--- src/rtl/core/rdrc_pkg.sv ---
package rdrc_pkg;

  localparam int SAMPLE_W = 16;
  localparam int LEVEL_W  = 16;
  localparam int SQ_W     = 32;
  localparam int IDX_W    = 2;

  localparam logic [IDX_W-1:0] REG_THRESHOLD = 2'd0;
  localparam logic [IDX_W-1:0] REG_SLOPE     = 2'd1;
  localparam logic [IDX_W-1:0] REG_ATTACK    = 2'd2;
  localparam logic [IDX_W-1:0] REG_RELEASE   = 2'd3;

  localparam logic signed [LEVEL_W-1:0] LEVEL_FLOOR = -16'sd24576;

  // Sequencer commands to the datapath.
  typedef struct packed {
    logic load;     // capture the input item and start the ring read
    logic ring_upd; // update the running sum and write the ring
    logic log_init; // mean, exponent and mantissa for the log
    logic log_step; // one fraction bit of the log
    logic smooth;   // level and previous smoothed level
    logic smooth2;  // smoothing product
    logic gain;     // new smoothed level
    logic exp_step; // gain product, gain and octave count
    logic scale;    // one factor multiply
    logic finish;   // sample times factor, then round, shift and saturate
  } rdrc_cmd_t;

  typedef struct packed {
    logic clear_busy;
  } rdrc_stat_t;

  // 2^(-2^-k) for k = 1..8, Q16
  function automatic logic [15:0] exp_entry(input logic [2:0] k);
    logic [15:0] v;
    unique case (k)
      3'd0: v = 16'd46341;
      3'd1: v = 16'd55109;
      3'd2: v = 16'd60097;
      3'd3: v = 16'd62757;
      3'd4: v = 16'd64132;
      3'd5: v = 16'd64830;
      3'd6: v = 16'd65182;
      default: v = 16'd65359;
    endcase
    return v;
  endfunction

endpackage

--- src/rtl/core/rdrc_ctrl.sv ---
module rdrc_ctrl import rdrc_pkg::*; (
  input  logic       clk,
  input  logic       rst,
  input  logic       in_valid,
  output logic       in_ready,
  output logic       out_valid,
  input  logic       out_ready,
  input  rdrc_stat_t stat,
  output rdrc_cmd_t  cmd,
  output logic [2:0] step
);

  typedef enum logic [3:0] {
    S_CLEAR, S_IDLE, S_RING, S_LOGI, S_LOG, S_SM, S_SM2, S_GN, S_GAIN, S_EXP, S_FIN, S_OUT
  } state_t;

  state_t state;

  assign in_ready = (state == S_IDLE) || (state == S_OUT && out_ready);

  always_comb begin
    cmd = '0;
    cmd.load     = in_valid && in_ready;
    cmd.ring_upd = (state == S_RING);
    cmd.log_init = (state == S_LOGI);
    cmd.log_step = (state == S_LOG);
    cmd.smooth   = (state == S_SM);
    cmd.smooth2  = (state == S_SM2);
    cmd.gain     = (state == S_GN);
    cmd.exp_step = (state == S_GAIN);
    cmd.scale    = (state == S_EXP);
    cmd.finish   = (state == S_FIN);
  end

  always_ff @(posedge clk) begin
    if (rst) begin
      state     <= S_CLEAR;
      step      <= '0;
      out_valid <= 1'b0;
    end else begin
      if (out_valid && out_ready) out_valid <= 1'b0;
      unique case (state)
        S_CLEAR: if (!stat.clear_busy) state <= S_IDLE;
        S_IDLE:  if (in_valid) state <= S_RING;
        S_RING:  state <= S_LOGI;
        S_LOGI:  begin state <= S_LOG; step <= '0; end
        S_LOG:   begin
          step <= step + 1'b1;
          if (step == 3'd7) begin state <= S_SM; step <= '0; end
        end
        S_SM:    state <= S_SM2;
        S_SM2:   state <= S_GN;
        S_GN:    begin state <= S_GAIN; step <= '0; end
        S_GAIN:  begin
          step <= step + 1'b1;
          if (step == 3'd2) begin state <= S_EXP; step <= '0; end
        end
        S_EXP:   begin
          step <= step + 1'b1;
          if (step == 3'd7) begin state <= S_FIN; step <= '0; end
        end
        S_FIN:   begin
          step <= step + 1'b1;
          if (step == 3'd1) begin state <= S_OUT; out_valid <= 1'b1; step <= '0; end
        end
        S_OUT:   if (!out_valid || out_ready) state <= (in_valid ? S_RING : S_IDLE);
        default: state <= S_IDLE;
      endcase
    end
  end

`ifndef NO_ASSERTIONS
  a_out_state: assert property (@(posedge clk) disable iff (rst)
    out_valid |-> state == S_OUT) else $error("output outside result state");
  a_no_accept_busy: assert property (@(posedge clk) disable iff (rst)
    state == S_LOG |-> !in_ready) else $error("accept while busy");
  a_ch_seen: assert property (@(posedge clk) disable iff (rst)
    state == S_SM |=> state == S_SM2) else $error("sequence broken");
`endif

endmodule

--- config.mk ---
export PLATFORM = sky130hd
export DESIGN_NAME = rdrc_ctrl
export DESIGN_NICKNAME = d
export VERILOG_FILES = /design/src/rtl/core/rdrc_pkg.sv /design/src/rtl/core/rdrc_ctrl.sv
export SDC_FILE = /design/constraint.sdc
export NUM_CORES = 1
export LEC_CHECK = 0
export BUFFER_PORTS_ARGS = -buffer_cell sky130_fd_sc_hd__buf_2
export CORE_MARGIN = 8
export CORE_UTILIZATION = 47
export CTS_BUF_LIST = sky130_fd_sc_hd__clkbuf_4
export DETAILED_ROUTE_END_ITERATION = 16
export PLACE_DENSITY = 0.75
export SLEW_MARGIN = 20
export SYNTH_ARGS = -nofsm -noshare
export SYNTH_HDL_FRONTEND = slang
export SYNTH_SLANG_ARGS = --single-unit
--- constraint.sdc ---
create_clock -name clk -period 1.55 [get_ports clk]
set_input_delay 0.155 -clock clk [delete_from_list [all_inputs] [get_ports clk]]
set_output_delay 0.155 -clock clk [all_outputs]
set_load 0.02 [all_outputs]
==> impl_metrics.json, run 1 <==
{
  "worst_pin_slew_ns": 0.4363,
  "cts_tree": "built",
  "syn_area_per_cell_um2": 7.676,
  "crit_start": "state[3]",
  "outcome": "finished, violations left",
  "worstSetupEndpointType": "register",
  "critPathTopFamily": "simple AND/OR/NAND/NOR gates",
  "initial_core_util_pct": 51.22,
  "fill_cells": 106,
  "grt-ovfl-total": 0,
  "num_antenna_cells": 0,
  "worstSkewPairLatency_ns": 0.27,
  "grt.total_usage_pct": 13.98,
  "syn-num-nets": 98,
  "slowest_stage": "or4b_4",
  "core_area_um2": 1334,
  "violations": "setup timing",
  "route.detailed.drc": 0,
  "powerDensity_nw_per_um2": 1273,
  "synth_edf_count": 0,
  "yosysSeqAreaShare_pct": 23.44,
  "ys_async_sr_fraction_pct": 0,
  "dpl_worst_slack_ns": -0.06752,
  "die_area_um2": 2930,
  "drive_gt1_share_pct": 48.76,
  "vias_per_cell": 5.662,
  "port_buffers": 19,
  "finalCritPeriodShare_pct": 103.0,
  "first_pass_iters": 4,
  "crit_buf_inv": 0,
  "cap_violations": 0,
  "slowest_delay_ns": 0.50,
  "final_cells": 136,
  "ant_nets": 0,
  "antenna_found_initial": 0,
  "worstPathRequired_ns": 1.69,
  "rsz0062_at_grt": "yes",
  "drt_iter0_drc": 23,
  "cp-start-kind": "register",
  "post-route-min-period_ns": 1.597,
  "die_width_um": 54.13,
  "syn_inst": 89,
  "clk_pin_slew_ns": 0.06,
  "fin_ws_ns": -0.04651,
  "reg2reg_from": "state[3]",
  "hp-class": "in2reg",
  "syn_area_um2": 683.2,
  "synthToLayoutAreaGrowth_pct": 46.52,
  "leakage_nw": 0.4551,
  "ir_worst_vdd_uv": 821.5,
  "finalClockSkew_ns": 0.01443,
  "whs_ns": 0.1703,
  "crit_chain": "or4b_4 -> a21o_1 -> nand4_1 -> mux2_4",
  "worst-setup-path-type": "reg2reg",
  "dp_hpwl_um": 1495,
  "critPathArrivalTime_ns": 1.73,
  "cts_max_level": 1,
  "yosysWarningCount": 0,
  "maxSlewHeadroom_pct": 70.16,
  "gp_congestion": 0.8529,
  "dp.cells": 133,
  "ys_ff_latch": 8,
  "grt_pass1_wl_um": 3091,
  "ys.flop_type": "dfxtp_1",
  "crit_fanout": 5,
  "die_h_um": 54.13,
  "drv_slew": 0,
  "grt_max_degree": 14,
  "wl_um": 1989,
  "reg2reg_slack_ns": -0.05,
  "ios": 20,
  "tns_ns": -0.09966,
  "fp-row-count": 13,
  "via_count": 770,
  "grt_pass1_vias": 710,
  "root_buffer": "clkbuf_4",
  "cts_sinks": 8,
  "max_freq_mhz": 626.4,
  "cts_buffers": 3,
  "clockBufferDepth": 2,
  "yosysUniqueCellTypes": 36,
  "nets": 132,
  "min_from": "rst",
  "setup_viol": 3,
  "hold_violations": 0,
  "wl_per_cell_um": 14.63,
  "post_cts_buffers": 0
}
==> power breakdown <==
part	internal [mW]	switching, mW	total, mW	leakage, nW
Clock	0.0891	0.0780	0.167	0.0138
Combinational	0.399	0.435	0.834	0.374
Sequential	0.246	0.0277	0.274	0.0672
==> cell usage in the layout, fill, tap and decap left out, types with 5 or more instances in the layout <==
cell	Yosys	layout
o21ai_0	6	5
buf_2	2	12
buf_4	1	20
a21oi_1	6	6
inv_1	7	6
==> registers in the layout, indices dropped and copies added (netlist names) <==
| signal | flops |
|---|---|
| out_valid | 1 |
| state | 4 |
| step | 3 |
==> cells in the mapped netlist, types with 2 or more instances <==
library cell | number | share of area [%]
dfxtp_1 | 8 | 23
inv_1 | 7 | 3.8
a21oi_1 | 6 | 4.4
o21ai_0 | 6 | 4.4
nor2_1 | 5 | 2.7
nor3_1 | 5 | 3.7
a31oi_1 | 4 | 3.7
ha_1 | 4 | 7.3
nor2b_1 | 4 | 3.7
nand2_1 | 3 | 1.6
nand3_1 | 3 | 2.2
a211oi_2 | 2 | 3.7
a21o_1 | 2 | 2.2
and2_1 | 2 | 1.8
and3_1 | 2 | 1.8
buf_2 | 2 | 1.5
clkbuf_1 | 2 | 1.1
nand2b_1 | 2 | 1.8
nor3b_1 | 2 | 2.2
o211ai_1 | 2 | 2.2
==> area by class of cell <==
class | instances | area, um^2 | area share (%)
inverters | 7 | 26.28 | 2.625
flip-flops and latches | 8 | 167.7 | 16.75
well taps | 15 | 18.77 | 1.875
clock buffers | 3 | 22.52 | 2.250
repair buffers | 36 | 255.2 | 25.50
multi-input cells | 67 | 510.5 | 51.00
==> logic make-up (layout without fill, tap and decap cells) <==
| logic type | count (synthesis) | count (layout) | share of synthesized area (%) |
|---|---|---|---|
| fa+ha+maj | 4 | 4 | 7.326 |
| buf+inv | 14 | 46 | 9.708 |
| mux | 2 | 2 | 3.113 |
| simple gates | 34 | 34 | 29.85 |
| compound gates | 27 | 27 | 26.56 |
| flops | 8 | 8 | 23.44 |
==> worst paths after layout <==
check,depth (start not counted),endpoint
worst max-delay path,4,state[1]
worst min-delay path,2,step[0]
worst max register to register,4,state[1]
worst min register to register,2,out_valid
==> timing repair <==
action / in CTS / in global routing
gates resized for setup: 9 / 18
setup endpoints to repair: 8 / 13
hold buffers: 0 / 0
pin swaps: 0 / 2
==> per-stage QoR <==
stage	util (%)	cell area, um^2	total power [mW]
2_1_floorplan	-	684.4	0.7434
3_3_place_gp	66.42	885.9	0.9792
3_5_place_dp	66.42	885.9	0.9905
4_1_cts	69.79	930.9	1.182
5_1_grt	75.05	1001	1.350
6_report	75.05	1001	1.275
==> metal layers <==
metal / global-route usage [%] / vias to the layer above / wire length, um
li1: - / 391 / -
met4: 6.148 / 0 / 30
met1: 18.11 / 347 / 873
met5: 0 / - / 0
met3: 3.306 / 4 / 141
met2: 21.37 / 28 / 943
Note: power is estimated with default switching activity, not from simulation.
==> inputs of run 2 (changes only) <==
- PLACE_DENSITY: 0.75 -> 0.86
==> run 2 against run 1 <==
Non-clock buffer count rose by 1. The run still ends with setup timing left. Count of clock-buffer cells in the layout did not move. Fmax fell by 3.9%. Power fell by 0.68%. First-iteration DRC count rose by 4.3%. Clock skew fell by 0.013 ns. Final area fell by 0.63%. Critical path type unchanged. Via count rose by 5.7%. Global-route usage rose by 0.79 points. Flip-flop and latch count did not move. Largest power group unchanged. Hold slack improved by 0.0049 ns.
==> impl_metrics.json, run 2 (synthesis gave the netlist of run 1 again) <==
{
  "outcome": "finished, violations left",
  "violations": "setup timing",
  "reg2reg_to": "state[1]",
  "powerDensity_nw_per_um2": 1273,
  "reg2reg_slack_ns": -0.11,
  "cts_tree": "built",
  "wl_per_cell_um": 15.85,
  "hold_violations": 0,
  "core_area_um2": 1334,
  "drt_iter0_drc": 24,
  "cts_max_level": 1,
  "drv_slew": 0,
  "grt_max_degree": 15,
  "total_power_mw": 1.266,
  "first_pass_iters": 4,
  "worstPathRequired_ns": 1.70,
  "initial_core_util_pct": 51.22,
  "finalCritPeriodShare_pct": 107.1,
  "crit_chain": "or4b_4 -> a21o_1 -> nand4_1 -> mux2_4",
  "die_area_um2": 2930,
  "reg.largest.list": "state x4, step x3, out_valid x1",
  "layout_commonest_cell": "buf_4",
  "nets": 133,
  "most-common-layout-cells": "20 x buf_4, 14 x buf_2, 6 x inv_1, 6 x a21oi_1, 5 x o21ai_0",
  "critPathTopFamily": "simple AND/OR/NAND/NOR gates",
  "ios": 20,
  "crit_fanout": 4,
  "finalClockSkew_ns": 0.001822,
  "worst-setup-path-type": "reg2reg",
  "vias_per_cell": 5.942,
  "wl_um": 2171,
  "largest_register": "state",
  "critPathArrivalTime_ns": 1.81,
  "path_depth": 4,
  "slowest_delay_ns": 0.57,
  "post-route-min-period_ns": 1.661,
  "worstSkewPairLatency_ns": 0.26,
  "dp_hpwl_um": 1464,
  "cap_violations": 0,
  "setup_viol": 5,
  "die_width_um": 54.13,
  "root_buffer": "clkbuf_4",
  "num_antenna_cells": 0,
  "cp-start-kind": "register",
  "antenna_found_initial": 0,
  "largest_register_ffs": 4,
  "ir_worst_vdd_uv": 806.2,
  "setup.worst_path.end": "state[1]",
  "grt_pass1_vias": 751,
  "fill_cells": 94,
  "grt.total_usage_pct": 14.77,
  "dpl_worst_slack_ns": -0.05758,
  "cts_sinks": 8,
  "route.detailed.drc": 0,
  "clk_pin_slew_ns": 0.06,
  "port_buffers": 19,
  "crit_buf_inv": 0,
  "clockBufferDepth": 2,
  "worstSetupEndpointType": "register",
  "drive_gt1_share_pct": 48.36,
  "hp-class": "in2reg",
  "slowest_stage": "or4b_4",
  "rsz0062_at_grt": "yes",
  "max_freq_mhz": 602.2,
  "final_cells": 137,
  "tns_ns": -0.3459,
  "gp_congestion": 0.8965,
  "dp.cells": 132,
  "via_count": 814,
  "grt_pass1_wl_um": 3277,
  "fin_ws_ns": -0.1106,
  "min_from": "rst",
  "reg2reg_from": "state[1]",
  "reg2regPathDepth": 4,
  "ant_nets": 0,
  "worst_pin_slew_ns": 0.4373,
  "leakage_nw": 0.4573,
  "whs_ns": 0.1752,
  "crit_start": "state[1]",
  "maxSlewHeadroom_pct": 70.54,
  "grt-ovfl-total": 0,
  "die_h_um": 54.13,
  "fp-row-count": 13,
  "synthToLayoutAreaGrowth_pct": 45.60,
  "cts_buffers": 3
}
run 2: cell count changes in the layout (fill, tap and decap cells not counted):
cell,before,now
nor3_4,0,1
buf_6,4,2
nand4bb_4,1,0
a31oi_1,4,3
a31oi_2,0,1
nor3_2,4,2
buf_8,0,1
nand4bb_1,0,1
nor3_1,1,2
buf_2,12,14
run 2: routing by layer:
metal	up-vias	share of wire, %	GRT usage, %
li1	396	-	-
met1	377	45	18.15
met2	36	45	22.90
met3	5	8.2	3.857
met4	0	1.4	7.787
met5	-	0	0
run 2: where the power goes:
group | total [mW] | switching, mW | internal [mW]
logic | 0.810 | 0.430 | 0.380
clock network | 0.171 | 0.0816 | 0.0894
registers | 0.285 | 0.0374 | 0.248
total | 1.27 | 0.549 | 0.717
run 2: worst min path at each step:
stage               depth (start not counted)  slack [ns]        end
floorplan                                   2        0.37  out_valid
finish                                      2        0.18    step[0]
global route                                2        0.20    step[0]
global placement                            2        0.45    step[0]
CTS                                         2        0.18    step[0]
detailed placement                          2        0.45    step[0]
run 2: worst register-to-register path, stage by stage, from the launching register on:
cell and delay [ns]:
dfxtp_2 0.33, or4b_4 0.57, a21o_1 0.23, nand4_1 0.12, mux2_4 0.30
run 2: repair_timing:
action                                  4_1_cts  5_1_grt
pin swaps                                     0        3
hold endpoints to repair                      0        0
setup buffers                                 0        2
hold buffers                                  0        0
endpoints found under the setup margin       10       11
resized for setup                            14       11
run 2: final cells by class:
cell class / instances / area [um^2] / area share (%)
Multi-Input combinational cell: 67 / 501.7 / 50.44
Timing Repair Buffer: 37 / 257.7 / 25.91
Sequential cell: 8 / 167.7 / 16.86
Inverter: 7 / 26.28 / 2.642
Clock buffer: 3 / 22.52 / 2.264
Tap cell: 15 / 18.77 / 1.887
run 2: through the flow:
stage	area, um^2	util (%)
2_1_floorplan	684.4	-
3_3_place_gp	878.3	65.85
3_5_place_dp	878.3	65.85
4_1_cts	938.4	70.36
5_1_grt	994.7	74.58
6_report	994.7	74.58
==> inputs of run 3 (changes only) <==
- clock period: 1.55 -> 1.45 ns (I/O delays scaled with it)
==> run 3 against run 2 <==
The flow still finishes with violations (setup timing). Core utilization rose by 14 points. Largest cell class unchanged. Critical path depth rose by 1. Clock skew rose by 0.0049 ns. Sequential power rose by 8.8%. Critical path type is now reg2out. Count of clock-buffer cells in the layout did not move. Clock power rose by 12%. Hold slack improved by 0.0033 ns. Sequential share of layout area fell by 2.6 points. Via count rose by 20%. Worst setup slack got worse by 0.16 ns. Non-clock buffer count rose by 10. Combinational power rose by 43%.
==> impl_metrics.json, run 3 (synthesis gave the netlist of run 1 again) <==
{
  "dpl_worst_slack_ns": -0.1422,
  "first_pass_iters": 4,
  "cts_hold_buf": 0,
  "most-common-layout-cells": "23 x buf_4, 12 x buf_2, 12 x buf_6",
  "grt.total_usage_pct": 16.20,
  "antenna_found_initial": 0,
  "clockPowerShare_pct": 11.5,
  "cts_tree": "built",
  "violations": "setup timing",
  "swShare_pct": 45.83,
  "via_count": 979,
  "dp_hpwl_um": 1519,
  "leakage_nw": 0.5110,
  "num_antenna_cells": 0,
  "synthToLayoutAreaGrowth_pct": 73.63,
  "combinationalPowerShare_pct": 69.8,
  "outcome": "finished, violations left",
  "powerDensity_nw_per_um2": 1397,
  "cts_max_level": 1,
  "post-route-min-period_ns": 1.724,
  "initial_core_util_pct": 51.22,
  "core_area_um2": 1334,
  "grt_pass1_vias": 766,
  "slowest_stage": "dfxtp_2",
  "clockBufferDepth": 2,
  "port_buffers": 19,
  "cap_violations": 0,
  "vias_per_cell": 6.660,
  "maxSlewHeadroom_pct": 71.93,
  "root_buffer": "clkbuf_4",
  "wl_per_cell_um": 22.11,
  "grt_pass1_wl_um": 3491,
  "die_width_um": 54.13,
  "grt-ovfl-total": 0,
  "gp_congestion": 0.8032,
  "largest_register": "state",
  "clk_pin_slew_ns": 0.06,
  "critPathTopFamily": "buffers and inverters",
  "worstSkewPairLatency_ns": 0.28,
  "cts_buffers": 3,
  "die_area_um2": 2930,
  "whs_ns": 0.1785,
  "critPathArrivalTime_ns": 1.58,
  "drive_gt1_share_pct": 62.12,
  "slowest_delay_ns": 0.35,
  "intPower_uw": 897.8,
  "nets": 143,
  "cp-start-kind": "register",
  "rsz0062_at_grt": "yes",
  "ant_nets": 0,
  "drv_slew": 0,
  "cts_sinks": 8,
  "fill_cells": 46,
  "ir_worst_vdd_uv": 1040,
  "crit_fanout": 19,
  "switchingPower_uw": 759.5,
  "crit_buf_inv": 3,
  "route.detailed.drc": 0,
  "layout_commonest_cell": "buf_4",
  "cpMostUsedCell": "buf_4",
  "worst-setup-path-type": "reg2out",
  "die_h_um": 54.13,
  "fp-row-count": 13,
  "crit_chain": "buf_6 -> nand2_1 -> buf_4 -> nor3_2 -> buf_4",
  "finalCritPeriodShare_pct": 118.9,
  "p_seq_share_pct": 18.7,
  "grt_max_degree": 20,
  "worstPathRequired_ns": 1.31,
  "wl_um": 3250,
  "hold_violations": 0,
  "finalClockSkew_ns": 0.006723,
  "hp-class": "in2reg",
  "drt_iter0_drc": 56,
  "worstSetupEndpointType": "primary output",
  "reg.largest.list": "state x4, step x3, out_valid x1",
  "largest_register_ffs": 4,
  "max_freq_mhz": 579.9,
  "fin_ws_ns": -0.2744,
  "worst_pin_slew_ns": 0.4105,
  "ios": 20,
  "setup_viol": 15
}
==> run 3: changes by cell type in the layout (fill, tap and decap cells not counted), moves of 2 or more <==
cell   delta
buf_2     -2
buf_6    +10
inv_2     +2
ha_1      -2
inv_1     -2
buf_4     +3
ha_2      +2
==> run 3: metal layers <==
layer	global-route usage, %	vias up	wire, um
met4	10.66	0	213
met2	23.85	94	1410
met5	0	-	0
met3	4.408	32	375
li1	-	407	-
met1	20.06	446	1250
==> run 3: power groups by stage <==
| stage | clock network, mW | registers, mW | logic, mW |
|---|---|---|---|
| 6_report | 0.191 | 0.310 | 1.16 |
| 5_1_grt | 0.196 | 0.310 | 1.21 |
| 2_1_floorplan | 0 | 0.303 | 0.496 |
| 3_3_place_gp | 0 | 0.285 | 0.743 |
| 4_1_cts | 0.181 | 0.288 | 0.827 |
| 3_5_place_dp | 0 | 0.290 | 0.758 |
==> run 3: path summary, 6_finish.rpt <==
check	slack, ns	from	to	cells past startpoint
max	-0.27	state[1]	cmd[3]	5
min	0.18	rst	state[0]	2
min reg2reg	0.58	step[0]	step[0]	2
max reg2reg	-0.24	state[1]	state[1]	4
==> run 3: what timing repair did <==
item,in CTS,in global routing
setup buffers,2,7
cloned,0,1
pin swaps,0,5
hold endpoints to repair,0,0
gates resized for setup,12,39
setup endpoints to repair,15,17
==> run 3: cell type report <==
| cell class | count | area, um^2 | share of cell area, % |
|---|---|---|---|
| Multi-Input combinational cell | 67 | 581.8 | 49.05 |
| Timing Repair Buffer | 47 | 367.9 | 31.01 |
| Sequential cell | 8 | 168.9 | 14.24 |
| Inverter | 7 | 26.28 | 2.215 |
| Clock buffer | 3 | 22.52 | 1.899 |
| Tap cell | 15 | 18.77 | 1.582 |
==> run 3: through the flow <==
stage	area, um^2	utilization [%]	power, mW	TNS (ns)	instances
2_1_floorplan	694.4	-	0.7996	-0.3568	89
3_3_place_gp	903.4	67.73	1.028	-0.2336	134
3_5_place_dp	903.4	67.73	1.048	-0.3591	134
4_1_cts	983.4	73.73	1.296	-1.061	139
5_1_grt	1186	88.93	1.714	-2.505	147
6_report	1186	88.93	1.657	-1.856	147
